`src/hdl/plin_pkg.sv`:
```
// Shared types and constants for the piecewise linear interpolator.
package plin_pkg;

  // Width of the shared add/subtract unit: holds any 32-bit difference or sum
  // with sign.
  localparam int unsigned AluW = 34;

  // Mode field codes.
  localparam logic MODE_LOAD = 1'b0;
  localparam logic MODE_EVAL = 1'b1;

  // Saturation limits, signed Q16.16.
  localparam logic [31:0] Q_MAX = 32'h7FFF_FFFF;
  localparam logic [31:0] Q_MIN = 32'h8000_0000;

  typedef struct packed {
    logic               mode;
    logic [3:0]         point_index;
    logic signed [31:0] point_in;
    logic signed [31:0] point_out;
    logic signed [31:0] sample;
  } plin_in_t;

  typedef struct packed {
    logic signed [31:0] curve_value;
    logic               saturated;
  } plin_out_t;

  typedef enum logic {
    ALU_ADD,
    ALU_SUB
  } plin_alu_op_e;

  typedef struct packed {
    logic signed [AluW-1:0] a;
    logic signed [AluW-1:0] b;
    plin_alu_op_e           op;
  } plin_alu_req_t;

  typedef enum logic [3:0] {
    ST_IDLE,
    ST_READ,
    ST_CMP,
    ST_DX,
    ST_DEN,
    ST_DY,
    ST_ABS,
    ST_MUL,
    ST_DIV,
    ST_RND,
    ST_INC,
    ST_SUM,
    ST_DONE
  } plin_state_e;

endpackage

```
`src/hdl/piecewise_linear_interpolator.sv`:
```
// Top level of the piecewise linear interpolator over a breakpoint table.
//
//   beat      | signals                          | moves
//   ----------+----------------------------------+-------------------------------
//   input     | in_valid_i / in_ready_o          | plin_in_t: load or evaluate
//   result    | out_valid_o / out_ready_i        | plin_out_t: curve value, clip
//   config    | cfg_we_i, cfg_data_i             | points_in_use, no wait
//
// A load beat writes the breakpoint to the table as the beat is accepted, and
// the block stays ready.
// An evaluate beat walks the table one breakpoint at a time (registered read,
// then compare on the shared adder) until the sample is bracketed. A flat
// result takes the value of the entry where the walk stops; an interpolated
// one adds three differences and an absolute value, one 32x32 multiply, 32
// restoring divide steps on the shared adder, two rounding steps and the
// final sum.
// An evaluate with no points in use goes straight to done with a zero result.
// Reset clears the sequencer, the result valid and points_in_use; the table
// is not cleared. A stalled result sits in the output register; the block
// takes further load beats meanwhile and holds a new result until it drains.
module piecewise_linear_interpolator
  import plin_pkg::*;
#(
  parameter int unsigned MAX_POINTS = 16
) (
  input  logic      clk_i,
  input  logic      rst_ni,
  input  logic      in_valid_i,
  output logic      in_ready_o,
  input  plin_in_t  in_data_i,
  output logic      out_valid_o,
  input  logic      out_ready_i,
  output plin_out_t out_data_o,
  input  logic      cfg_we_i,
  input  logic [4:0] cfg_data_i
);

  localparam int unsigned AddrW = $clog2(MAX_POINTS);

  logic [4:0]             cfg_q;
  logic [4:0]             n_eff;
  logic                   tbl_we;
  logic [AddrW-1:0]       tbl_raddr;
  logic [63:0]            tbl_rdata;
  plin_alu_req_t          alu_req;
  logic signed [AluW-1:0] alu_res;

  // points_in_use; the user must write it only while idle, the block does not enforce this
  always_ff @(posedge clk_i or negedge rst_ni) begin
    if (!rst_ni) begin
      cfg_q <= 5'd0;
    end else if (cfg_we_i) begin
      cfg_q <= cfg_data_i;
    end
  end

  // more points than the table holds acts as a full table
  assign n_eff = (32'(cfg_q) > MAX_POINTS) ? 5'(MAX_POINTS) : cfg_q;

  // loads to a slot past the table are dropped
  assign tbl_we = in_valid_i && in_ready_o && (in_data_i.mode == MODE_LOAD)
                  && (32'(in_data_i.point_index) < MAX_POINTS);

  plin_mem #(
    .Depth (MAX_POINTS),
    .AddrW (AddrW)
  ) u_mem (
    .clk_i   (clk_i),
    .we_i    (tbl_we),
    .waddr_i (AddrW'(in_data_i.point_index)),
    .wdata_i ({in_data_i.point_in, in_data_i.point_out}),
    .raddr_i (tbl_raddr),
    .rdata_o (tbl_rdata)
  );

  plin_alu u_alu (
    .req_i (alu_req),
    .res_o (alu_res)
  );

  plin_seq #(
    .AddrW (AddrW)
  ) u_seq (
    .clk_i       (clk_i),
    .rst_ni      (rst_ni),
    .in_valid_i  (in_valid_i),
    .in_ready_o  (in_ready_o),
    .in_mode_i   (in_data_i.mode),
    .in_sample_i (in_data_i.sample),
    .n_i         (n_eff),
    .raddr_o     (tbl_raddr),
    .rdata_i     (tbl_rdata),
    .alu_req_o   (alu_req),
    .alu_res_i   (alu_res),
    .out_valid_o (out_valid_o),
    .out_ready_i (out_ready_i),
    .out_data_o  (out_data_o)
  );

endmodule

```
`src/hdl/plin_alu.sv`:
```
// Shared signed add/subtract unit used for the datapath compares, differences and sums.
module plin_alu
  import plin_pkg::*;
(
  input  plin_alu_req_t          req_i,
  output logic signed [AluW-1:0] res_o
);

  always_comb begin
    case (req_i.op)
      ALU_ADD: res_o = req_i.a + req_i.b;
      ALU_SUB: res_o = req_i.a - req_i.b;
      default: res_o = req_i.a - req_i.b;
    endcase
  end

endmodule

```
`src/hdl/plin_mem.sv`:
```
// Breakpoint table: one write port, one registered read port.
module plin_mem #(
  parameter int unsigned Depth = 16,
  parameter int unsigned AddrW = 4
) (
  input  logic             clk_i,
  input  logic             we_i,
  input  logic [AddrW-1:0] waddr_i,
  input  logic [63:0]      wdata_i,
  input  logic [AddrW-1:0] raddr_i,
  output logic [63:0]      rdata_o
);

  logic [63:0] mem_q [Depth];

  always_ff @(posedge clk_i) begin
    if (we_i) begin
      mem_q[waddr_i] <= wdata_i;
    end
  end

  always_ff @(posedge clk_i) begin
    rdata_o <= mem_q[raddr_i];
  end

endmodule

```
`src/hdl/plin_seq.sv`:
```
// Sequencer and datapath registers: table search, multiply, restoring divide.
module plin_seq
  import plin_pkg::*;
#(
  parameter int unsigned AddrW = 4
) (
  input  logic                   clk_i,
  input  logic                   rst_ni,
  // input beat
  input  logic                   in_valid_i,
  output logic                   in_ready_o,
  input  logic                   in_mode_i,
  input  logic signed [31:0]     in_sample_i,
  input  logic [4:0]             n_i,
  // table read
  output logic [AddrW-1:0]       raddr_o,
  input  logic [63:0]            rdata_i,
  // shared unit
  output plin_alu_req_t          alu_req_o,
  input  logic signed [AluW-1:0] alu_res_i,
  // result beat
  output logic                   out_valid_o,
  input  logic                   out_ready_i,
  output plin_out_t              out_data_o
);

  plin_state_e state_q, state_d;

  logic signed [31:0] sample_q, x0_q, y0_q, x1_q, y1_q, res_q;
  logic [4:0]         n_q, idx_q, cnt_q;
  logic [31:0]        dx_q, den_q, mag_q, rem_q, lo_q, quo_q;
  logic signed [32:0] dy_q;
  logic               neg_q, up_q, sat_q;
  logic               out_valid_q;
  plin_out_t          out_data_q;

  logic signed [31:0] ent_x, ent_y;
  logic               le;          // sample at or below the entry input
  logic               last;        // current entry is the last one in use
  logic [32:0]        div_t;
  logic               div_ge;
  logic               out_free;
  logic               accept;
  logic [63:0]        prod;
  logic               sum_ovf;

  assign ent_x    = rdata_i[63:32];
  assign ent_y    = rdata_i[31:0];
  assign le       = ~alu_res_i[AluW-1];
  assign last     = (idx_q + 5'd1) == n_q;
  assign div_t    = {rem_q, lo_q[31]};
  assign div_ge   = ~alu_res_i[AluW-1];
  assign out_free = ~out_valid_q | out_ready_i;
  assign accept   = in_valid_i & in_ready_o;
  assign prod     = dx_q * mag_q;
  assign sum_ovf  = ~((alu_res_i[33:31] == 3'b000) | (alu_res_i[33:31] == 3'b111));

  // next state
  always_comb begin
    state_d = state_q;
    case (state_q)
      ST_IDLE: begin
        if (accept && in_mode_i == MODE_EVAL) begin
          state_d = (n_i == 5'd0) ? ST_DONE : ST_READ;
        end
      end
      ST_READ: state_d = ST_CMP;
      ST_CMP: begin
        if (idx_q == 5'd0) begin
          state_d = (n_q == 5'd1 || le) ? ST_DONE : ST_READ;
        end else if (le) begin
          state_d = ST_DX;
        end else begin
          state_d = last ? ST_DONE : ST_READ;
        end
      end
      ST_DX:   state_d = ST_DEN;
      ST_DEN:  state_d = ST_DY;
      ST_DY:   state_d = ST_ABS;
      ST_ABS:  state_d = ST_MUL;
      ST_MUL:  state_d = ST_DIV;
      ST_DIV:  state_d = (cnt_q == 5'd31) ? ST_RND : ST_DIV;
      ST_RND:  state_d = ST_INC;
      ST_INC:  state_d = ST_SUM;
      ST_SUM:  state_d = ST_DONE;
      ST_DONE: state_d = out_free ? ST_IDLE : ST_DONE;
      default: state_d = ST_IDLE;
    endcase
  end

  // outputs: ready, table address, shared unit operands
  always_comb begin
    in_ready_o   = (state_q == ST_IDLE);
    raddr_o      = AddrW'(idx_q);
    alu_req_o.a  = '0;
    alu_req_o.b  = '0;
    alu_req_o.op = ALU_SUB;
    case (state_q)
      ST_CMP: begin
        alu_req_o.a = {{2{ent_x[31]}}, ent_x};
        alu_req_o.b = {{2{sample_q[31]}}, sample_q};
      end
      ST_DX: begin
        alu_req_o.a = {{2{sample_q[31]}}, sample_q};
        alu_req_o.b = {{2{x0_q[31]}}, x0_q};
      end
      ST_DEN: begin
        alu_req_o.a = {{2{x1_q[31]}}, x1_q};
        alu_req_o.b = {{2{x0_q[31]}}, x0_q};
      end
      ST_DY: begin
        alu_req_o.a = {{2{y1_q[31]}}, y1_q};
        alu_req_o.b = {{2{y0_q[31]}}, y0_q};
      end
      ST_ABS: begin
        alu_req_o.b  = {dy_q[32], dy_q};
        alu_req_o.op = neg_q ? ALU_SUB : ALU_ADD;
      end
      ST_DIV: begin
        alu_req_o.a = {1'b0, div_t};
        alu_req_o.b = {2'b00, den_q};
      end
      ST_RND: begin
        alu_req_o.a = {1'b0, rem_q, 1'b0};
        alu_req_o.b = {2'b00, den_q};
      end
      ST_INC: begin
        alu_req_o.a  = {2'b00, quo_q};
        alu_req_o.b  = {{(AluW-1){1'b0}}, up_q};
        alu_req_o.op = ALU_ADD;
      end
      ST_SUM: begin
        alu_req_o.a  = {{2{y0_q[31]}}, y0_q};
        alu_req_o.b  = {2'b00, quo_q};
        alu_req_o.op = neg_q ? ALU_SUB : ALU_ADD;
      end
      default: begin
        alu_req_o.op = ALU_SUB;
      end
    endcase
  end

  always_ff @(posedge clk_i or negedge rst_ni) begin
    if (!rst_ni) begin
      state_q     <= ST_IDLE;
      out_valid_q <= 1'b0;
    end else begin
      state_q <= state_d;
      if (state_q == ST_DONE && out_free) begin
        out_valid_q <= 1'b1;
      end else if (out_ready_i) begin
        out_valid_q <= 1'b0;
      end
    end
  end

  // datapath registers
  always_ff @(posedge clk_i) begin
    case (state_q)
      ST_IDLE: begin
        sample_q <= in_sample_i;
        n_q      <= n_i;
        idx_q    <= 5'd0;
        res_q    <= '0;
        sat_q    <= 1'b0;
      end
      ST_CMP: begin
        res_q <= ent_y;
        sat_q <= 1'b0;
        if (idx_q != 5'd0 && le) begin
          x1_q <= ent_x;
          y1_q <= ent_y;
        end else begin
          x0_q  <= ent_x;
          y0_q  <= ent_y;
          idx_q <= idx_q + 5'd1;
        end
      end
      ST_DX:  dx_q  <= alu_res_i[31:0];
      ST_DEN: den_q <= alu_res_i[31:0];
      ST_DY: begin
        dy_q  <= alu_res_i[32:0];
        neg_q <= alu_res_i[AluW-1];
      end
      ST_ABS: mag_q <= alu_res_i[31:0];
      ST_MUL: begin
        rem_q <= prod[63:32];
        lo_q  <= prod[31:0];
        cnt_q <= 5'd0;
      end
      ST_DIV: begin
        rem_q <= div_ge ? alu_res_i[31:0] : div_t[31:0];
        lo_q  <= {lo_q[30:0], 1'b0};
        quo_q <= {quo_q[30:0], div_ge};
        cnt_q <= cnt_q + 5'd1;
      end
      ST_RND: up_q  <= ~alu_res_i[AluW-1];
      ST_INC: quo_q <= alu_res_i[31:0];
      ST_SUM: begin
        sat_q <= sum_ovf;
        if (sum_ovf) begin
          res_q <= alu_res_i[AluW-1] ? Q_MIN : Q_MAX;
        end else begin
          res_q <= alu_res_i[31:0];
        end
      end
      ST_DONE: begin
        if (out_free) begin
          out_data_q.curve_value <= res_q;
          out_data_q.saturated   <= sat_q;
        end
      end
      default: begin
        res_q <= res_q;
      end
    endcase
  end

  assign out_valid_o = out_valid_q;
  assign out_data_o  = out_data_q;

endmodule
```
`config.mk`:
```
export PLATFORM = sky130hd
export DESIGN_NAME = piecewise_linear_interpolator
export DESIGN_NICKNAME = d
export VERILOG_FILES = /design/src/hdl/plin_pkg.sv /design/src/hdl/piecewise_linear_interpolator.sv /design/src/hdl/plin_alu.sv /design/src/hdl/plin_mem.sv /design/src/hdl/plin_seq.sv
export SDC_FILE = /design/constraint.sdc
export NUM_CORES = 2
export LEC_CHECK = 0
export BUFFER_PORTS_ARGS = -buffer_cell sky130_fd_sc_hd__buf_2
export CAP_MARGIN = 10
export CELL_PAD_IN_SITES_DETAIL_PLACEMENT = 1
export CELL_PAD_IN_SITES_GLOBAL_PLACEMENT = 1
export CORE_ASPECT_RATIO = 0.9
export CORE_MARGIN = 10
export CORE_UTILIZATION = 31
export CTS_CLUSTER_SIZE = 20
export DETAILED_ROUTE_END_ITERATION = 8
export MAX_ROUTING_LAYER = met4
export PLACE_DENSITY = 0.54
export SLEW_MARGIN = 15
export SYNTH_ARGS = -nofsm -noshare
export SYNTH_HDL_FRONTEND = slang
export SYNTH_HIERARCHICAL = 1
export SYNTH_SLANG_ARGS = --single-unit
export TNS_END_PERCENT = 30
```
`constraint.sdc`:
```
create_clock -name clk_i -period 9.5 [get_ports clk_i]
set_input_delay 1.425 -clock clk_i [delete_from_list [all_inputs] [get_ports clk_i]]
set_output_delay 1.425 -clock clk_i [all_outputs]
set_load 0.03 [all_outputs]
```
## Word level (Yosys, flattened, before mapping)

Memories as Yosys holds them, arrays and structs flattened. A register that Yosys moved wholly into a read port is not among the register bits.
Index checks and enable logic that the tools add are counted.

| storage, ports and cells | value |
|---|---|
| memory bits (writable) | 1,024 |
| bits in latches | 0 |
| bits of input ports | 111 |
| output and inout bits | 35 |
| memory bits (read-only) | 0 |
| flip-flop bits (word level) | 478 |
| memories kept | 1 |

Memory list:

| memory | words | width | read ports | clocked after Yosys merged registers in | write ports | line | text |
|---|---|---|---|---|---|---|---|
| u_mem.mem_q | 16 | 64 | 1 | 1 | 1 | plin_mem.sv:14 | `logic [63:0] mem_q [Depth];` |

| cells by class | value |
|---|---|
| equality and inequality tests | 18 |
| multiply operators | 1 |
| muxes and demuxes | 30 |
| magnitude comparators | 1 |
| reduce and logical (&&, ||, !) cells | 25 |
| div/mod/pow operators | 0 |
| $add $sub $neg | 4 |
| shifts and indexed selects | 0 |
| bitwise gates (word level) | 9 |

Operators by type and width:

| cell | number |
|---|---|
| 34-bit one-hot mux with 8 select lines | 1 |
| 34-bit one-hot mux with 7 select lines | 1 |
| 32-bit one-hot mux with 2 select lines | 3 |
| 32-bit 2-to-1 mux | 3 |
| 32-bit one-hot mux with 3 select lines | 1 |
| 34-bit one-hot mux with 2 select lines | 1 |
| 32-bit by 32-bit multiplier with 64-bit output | 1 |
| 4-bit one-hot mux with 13 select lines | 1 |
| 34-bit adder | 1 |
| 34-bit subtractor | 1 |
| 4-bit 2-to-1 mux | 7 |
| 4-bit equality test, second input constant | 5 |
| 5-bit one-hot mux with 2 select lines | 2 |
| 4-bit by 3-bit equality test with 1-bit output, second input constant | 4 |
| 5-bit by 1-bit adder with 5-bit output, second input constant | 2 |
| 5-bit logical NOT | 2 |
| 5-bit 2-to-1 mux | 2 |
| 2-bit nonzero test | 5 |
| 4-bit by 2-bit equality test with 1-bit output, second input constant | 2 |
| 2-bit AND reduction | 4 |
| 2-bit OR reduction | 4 |
| 1-bit 2-to-1 mux | 6 |
| 1-bit inverter | 6 |
| 5-bit by 1-bit equality test with 1-bit output, second input constant | 1 |
| other kinds (16) | 22 |

## Depth between registers and ports, before layout

| depth | value |
|---|---|
| depth after elaboration | 10 |
| gate-level depth with buffers | 30 |
| gate-level depth less buffers | 26 |

## Modules after synthesis

Netlist, hierarchy kept.

Modules (own cells, without submodules):

| module | area each (um^2) | cells each | sequential area each (um^2) | times used |
|---|---|---|---|---|
| plin_seq | 51,785.9 | 4,870 | 14,178.6 | 1 |
| plin_mem | 39,581.7 | 1,647 | 32,030.7 | 1 |
| plin_alu | 2,617.5 | 393 | 0.0 | 1 |
| piecewise_linear_interpolator | 219.0 | 16 | 125.1 | 1 |

## Least setup slack after synthesis

No wires, ideal clock.

| timing | value |
|---|---|
| path kind | flip-flop to flip-flop |
| start point | reg u_seq.state_q[0] |
| end point | reg u_seq.x1_q[0] (enable) |
| path buffers | 3 |
| setup slack | -731 ps |
| cell stages (with the launch flop) | 23 |
| period minus slack after synthesis | 10,231 ps |
| required time | 8,933 ps |
| arrival | 9,664 ps |
| path through | dfrtp_1 -> clkbuf_1 -> nand2b_1 -> nor2_1 -> clkbuf_1 -> a222oi_1 -> nand2_1 -> inv_1 -> ha_1 -> nand3_1 -> nor2_1 -> a21oi_1 -> xnor2_1 -> ha_1 -> and3_1 -> nand4_1 -> or2_0 -> or2_2 -> o211ai_1 -> a31oi_1 -> xnor2_1 -> clkbuf_1 -> nor3_1 |

RTL lines:

| what | line | text |
|---|---|---|
| from (decl) | plin_seq.sv:27 | `plin_state_e state_q, state_d;` |
| from (signal assigned) | plin_seq.sv:148 | `state_q <= state_d;` |
| to (signal assigned) | plin_seq.sv:171 | `x1_q <= ent_x;` |
| to (decl) | plin_seq.sv:29 | `logic signed [31:0] sample_q, x0_q, y0_q, x1_q, y1_q, res_q;` |

## Worst setup path in the final report

| timing | value |
|---|---|
| start point | reg u_seq.mag_q[8] |
| end point | reg u_seq.rem_q[29] (data pin) |

| on the way | value |
|---|---|
| cells in the longest elaborated chain, start to end | 2 |

Ends and longest elaborated chain:

| what | line | text |
|---|---|---|
| from (decl) | plin_seq.sv:31 | `logic [31:0] dx_q, den_q, mag_q, rem_q, lo_q, quo_q;` |
| from (signal assigned) | plin_seq.sv:185 | `ST_ABS: mag_q <= alu_res_i[31:0];` |
| 32-bit by 32-bit multiplier with 64-bit output | plin_seq.sv:55 | `assign prod = dx_q * mag_q;` |
| 32-bit one-hot mux with 2 select lines | plin_seq.sv:159 | `case (state_q)` |
| to (signal assigned) | plin_seq.sv:187 | `rem_q <= prod[63:32];` |
| to (signal assigned) | plin_seq.sv:192 | `rem_q <= div_ge ? alu_res_i[31:0] : div_t[31:0];` |
| to (decl) | plin_seq.sv:31 |  |

Every way passes these cells.
A chain may end at the register's enable or synchronous reset.

==> impl_results.md <==
* DIE HEIGHT at 543 µm
* Fillers at 31.7k
* DR WL/cell at 26.5 µm
* Sort of element at the start of the critical path: register
* Aggregate routed wire length at 300000 µm
* Main flop type after synthesis: sky130_fd_sc_hd__edfxtp_1
* Design area at 0.106 mm²
* Tightest Pin Transition at 1.27 ns
* Worst path buffer plus inverter count at 3
* Vias at 56.4k
* Setup violators final at 0
* M1 GR Usage at 25.0%
* Count of hold-fix buffers inserted at cts at 0
* Shortest period the worst path allows at 9.00 ns
* Highest fanout seen on the critical path at 23
* GR Util All Layers at 18.7%
* Total cell area at the placement stage at 0.101 mm²
* Number of global-route vias before repair at 62.6k
* Count of flip-flops with a built-in enable after synthesis at 1492
* Die boundary width at 601 µm
* Root buffer selected by CTS: sky130_fd_sc_hd__clkbuf_16
* Endpoint arrival time on the critical path at 9.53 ns
* Insertion delay of the later-clocked pin in the worst-skew pair at 0.84 ns
* # H-tree levels at 4
* Delay-heaviest family, CP: adder cells
* Unique masters post-synth at 91
* FF+latch count, synth at 1566
* Number of sinks on the clock net at 1566
* Clock transition time at the flip-flop clock pins of the worst setup and hold paths at 0.06 ns
* Result of the run: finished, final reports clean
* First-pass GRT wire length at 445000 µm
* IO Count at 146
* Overflow left after global routing at 0
* HPWL after detailed placement at 214000 µm
* RSZ-0062 raised after global routing: no
* Area of the placeable core at 0.302 mm²
* Count of input and output buffers at 145
* Yosys warning count at 6
* Routed via count divided by cell count at 4.99
* Worst hold-check path type: reg -> reg
* Worst-path cell with the longest stage delay: sky130_fd_sc_hd__edfxtp_1
* Worst slew margin at 15.5%
* Number of hold-slack violations in the final timing report at 0
* Net count after synthesis at 8235
* Maximum Capacitance Violations at 0
* Peak clock frequency supported by timing at 0.111 GHz
* Layer with the highest usage: met2
* Number of non-filler instances in the completed layout at 11.3k
* Cell repeated most along the worst path: sky130_fd_sc_hd__fa_1
* Share of post-route cells with drive strength above 1 at 13.9%
* CTS tree: yes
* Number of placed cells counting well taps at 11.0k
* Synth-to-Final Area Change at 12.9%
* Critical Path, Cell by Cell: nand2_1, fa_1, fa_1, fa_1, fa_1, inv_1, fa_1, fa_1, fa_1, fa_1, ha_1, and3_1, and3_1, nand3_2, o211ai_1, o2111ai_1, buf_4, a2111oi_2, nor3_1, buf_4, o21ai_2, xnor2_1, o21ai_1
* Netlist Area Pre-Place at 0.0942 mm²
* Share of the yosys chip area belonging to registers at 49.2%
* Grt met3 use at 2.42%
* Max incr delay on CP at 1.05 ns
* Detailed-route DRC error count at 0
* Crit Path Category: reg -> reg
* Share of the clock period used by the worst path at 94.8%
* Fraction of registers with async set/reset at 0.639%
* GRT met2 Usage at 30.8%
* Effective utilization at floorplan at 31.2%
* Remaining antenna violation count at 0
* Layout net count at 8387
* Routability Congestion at 0.832
* Number of instances in the synthesized netlist at 6926
* Cell Rows at 191
* Number of antenna violations at the first check in global routing at 40
* Critical Path RT at 10.03 ns
* Area of the multi-input gates at 0.0432 mm²
* Mean post-synth cell area at 13.6 µm²
* 1st-pass router iterations at 6
* Pin count of the biggest net entering global routing at 105
* Worst setup EP type: register
* Starting DRC count in detailed routing at 4255
* Clk_skew at 0.0401 ns
* Sequential cell area at 0.0463 mm²
* Final-report max-slew violation count at 0
* Maximum count of clock buffers along a single path at 3
* DIE AREA at 0.326 mm²
* Total CTS buffers at 168
## through the flow
| stage | utilization (%) | setup TNS (ns) | hold slack, ns | setup slack [ns] |
|---|---|---|---|---|
| after floorplan | - | -68.10 | 0.400 | -0.355 |
| after global routing | 35.3 | 0 | 0.415 | 0.00664 |
| final | 35.3 | 0 | 0.418 | 0.496 |
| after detailed placement | 33.3 | 0 | 0.406 | 0.104 |
| after global placement | 33.3 | 0 | 0.404 | 0.0205 |
| after CTS | 35.2 | 0 | 0.408 | 0.0687 |
## logic make-up after synthesis
family / synth area share [%]
buf+inv: 5.25
simple gates: 8.84
fa+ha+maj: 23.1
xor+xnor: 1.24
mux: 6.88
flops: 49.2
compound gates: 5.54
## flip-flops by register name (all words and copies together), names as in the netlist, 33 cells and up
name / flops
u_mem/mem_q: 1024
u_seq/out_data_o: 33
u_seq/dy_q: 33
u_mem/rdata_o: 64
## cell usage in the layout, fill, tap and decap left out, drive strengths merged, types with 11 or more instances in the layout
| master | n |
|---|---|
| a211oi | 16 |
| a21o | 46 |
| a21oi | 157 |
| a222oi | 94 |
| a22oi | 194 |
| a31oi | 18 |
| and2 | 596 |
| and3 | 14 |
| buf | 387 |
| bufinv | 11 |
| clkbuf | 236 |
| clkinv | 57 |
| dfxtp | 64 |
| diode | 30 |
| edfxtp | 1492 |
| fa | 897 |
| ha | 301 |
| inv | 874 |
| mux2 | 43 |
| mux2i | 23 |
| mux4 | 256 |
| nand2 | 689 |
| nand3 | 62 |
| nand4 | 28 |
| nor2 | 193 |
| nor2b | 18 |
| nor3 | 35 |
| o211ai | 14 |
| o21a | 11 |
| o21ai | 119 |
| o21bai | 23 |
| xnor2 | 95 |
| xor2 | 38 |
## final cells by class
class	count	share of cell area (%)
Antenna cell	30	0.0706
Clock buffer	236	4.41
Clock inverter	77	0.915
Inverter	869	3.07
Multi-Input combinational cell	4086	40.6
Sequential cell	1566	43.6
Tap cell	4053	4.77
Timing Repair Buffer	387	2.57
## worst paths after layout
kind / start / to / slack, ns / cells past startpoint
worst max-delay path: u_seq/mag_q[8]$_DFFE_PN_ / u_seq/rem_q[29]$_DFFE_PP_ / 0.50 / 23
worst min-delay path: u_seq/res_q[13]$_DFFE_PP_ / u_seq/out_data_o[14]$_DFFE_PP_ / 0.42 / 0
worst max register to register: u_seq/mag_q[8]$_DFFE_PN_ / u_seq/rem_q[29]$_DFFE_PP_ / 0.50 / 23
worst min register to register: u_seq/res_q[13]$_DFFE_PP_ / u_seq/out_data_o[14]$_DFFE_PP_ / 0.42 / 0
max in group asynchronous: rst_ni / u_seq/state_q[3]$_DFFE_PN0P_ / 8.78 / 1
min in group asynchronous: rst_ni / cfg_q[3]$_DFFE_PN0P_ / 0.49 / 1
## metal layers
| metal | share of wire [%] | routed length (µm) |
|---|---|---|
| met5 | 0 | 0 |
| met4 | 2.3 | 6760 |
| met3 | 4.3 | 13000 |
| met2 | 49 | 146000 |
| met1 | 45 | 134000 |
## Yosys cell counts, drive strengths merged, types with 16 or more instances
cell	number	area, µm²
mux2	43	484
a21o	46	345
nor2	193	734
buf	69	422
xnor2	95	840
edfxtp	1492	44800
xor2	38	333
ha	301	3770
nand2	689	2590
o21bai	23	173
nor3	35	180
mux2i	23	230
a22oi	194	1460
dfxtp	64	1280
and2	596	3730
nand3	62	315
inv	869	3260
a211oi	16	120
o21ai	119	599
fa	897	18000
a31oi	18	125
mux4	256	5770
a21oi	157	793
clkbuf	336	1260
a222oi	94	941
nor2b	18	113
nand4	28	175
## timing repair
item	CTS	global route
gates resized for setup	0	0
setup buffers	0	11
setup endpoints to repair	0	2
## worst reg2reg max path: cells and delay by family, from the launching register on
family / cells / cell delay [ns]
xor gates and xnor gates: 1 / 0.14
adders and majority gates: 9 / 4.79
AOI/OAI and AO/OA: 5 / 1.33
and+or+nand+nor: 5 / 1.01
DFF: 1 / 1.05
buffers and inverters: 3 / 0.39
Power is not shown: default switching activity piles up to over one toggle a cycle in this logic, so the estimate is an artifact.
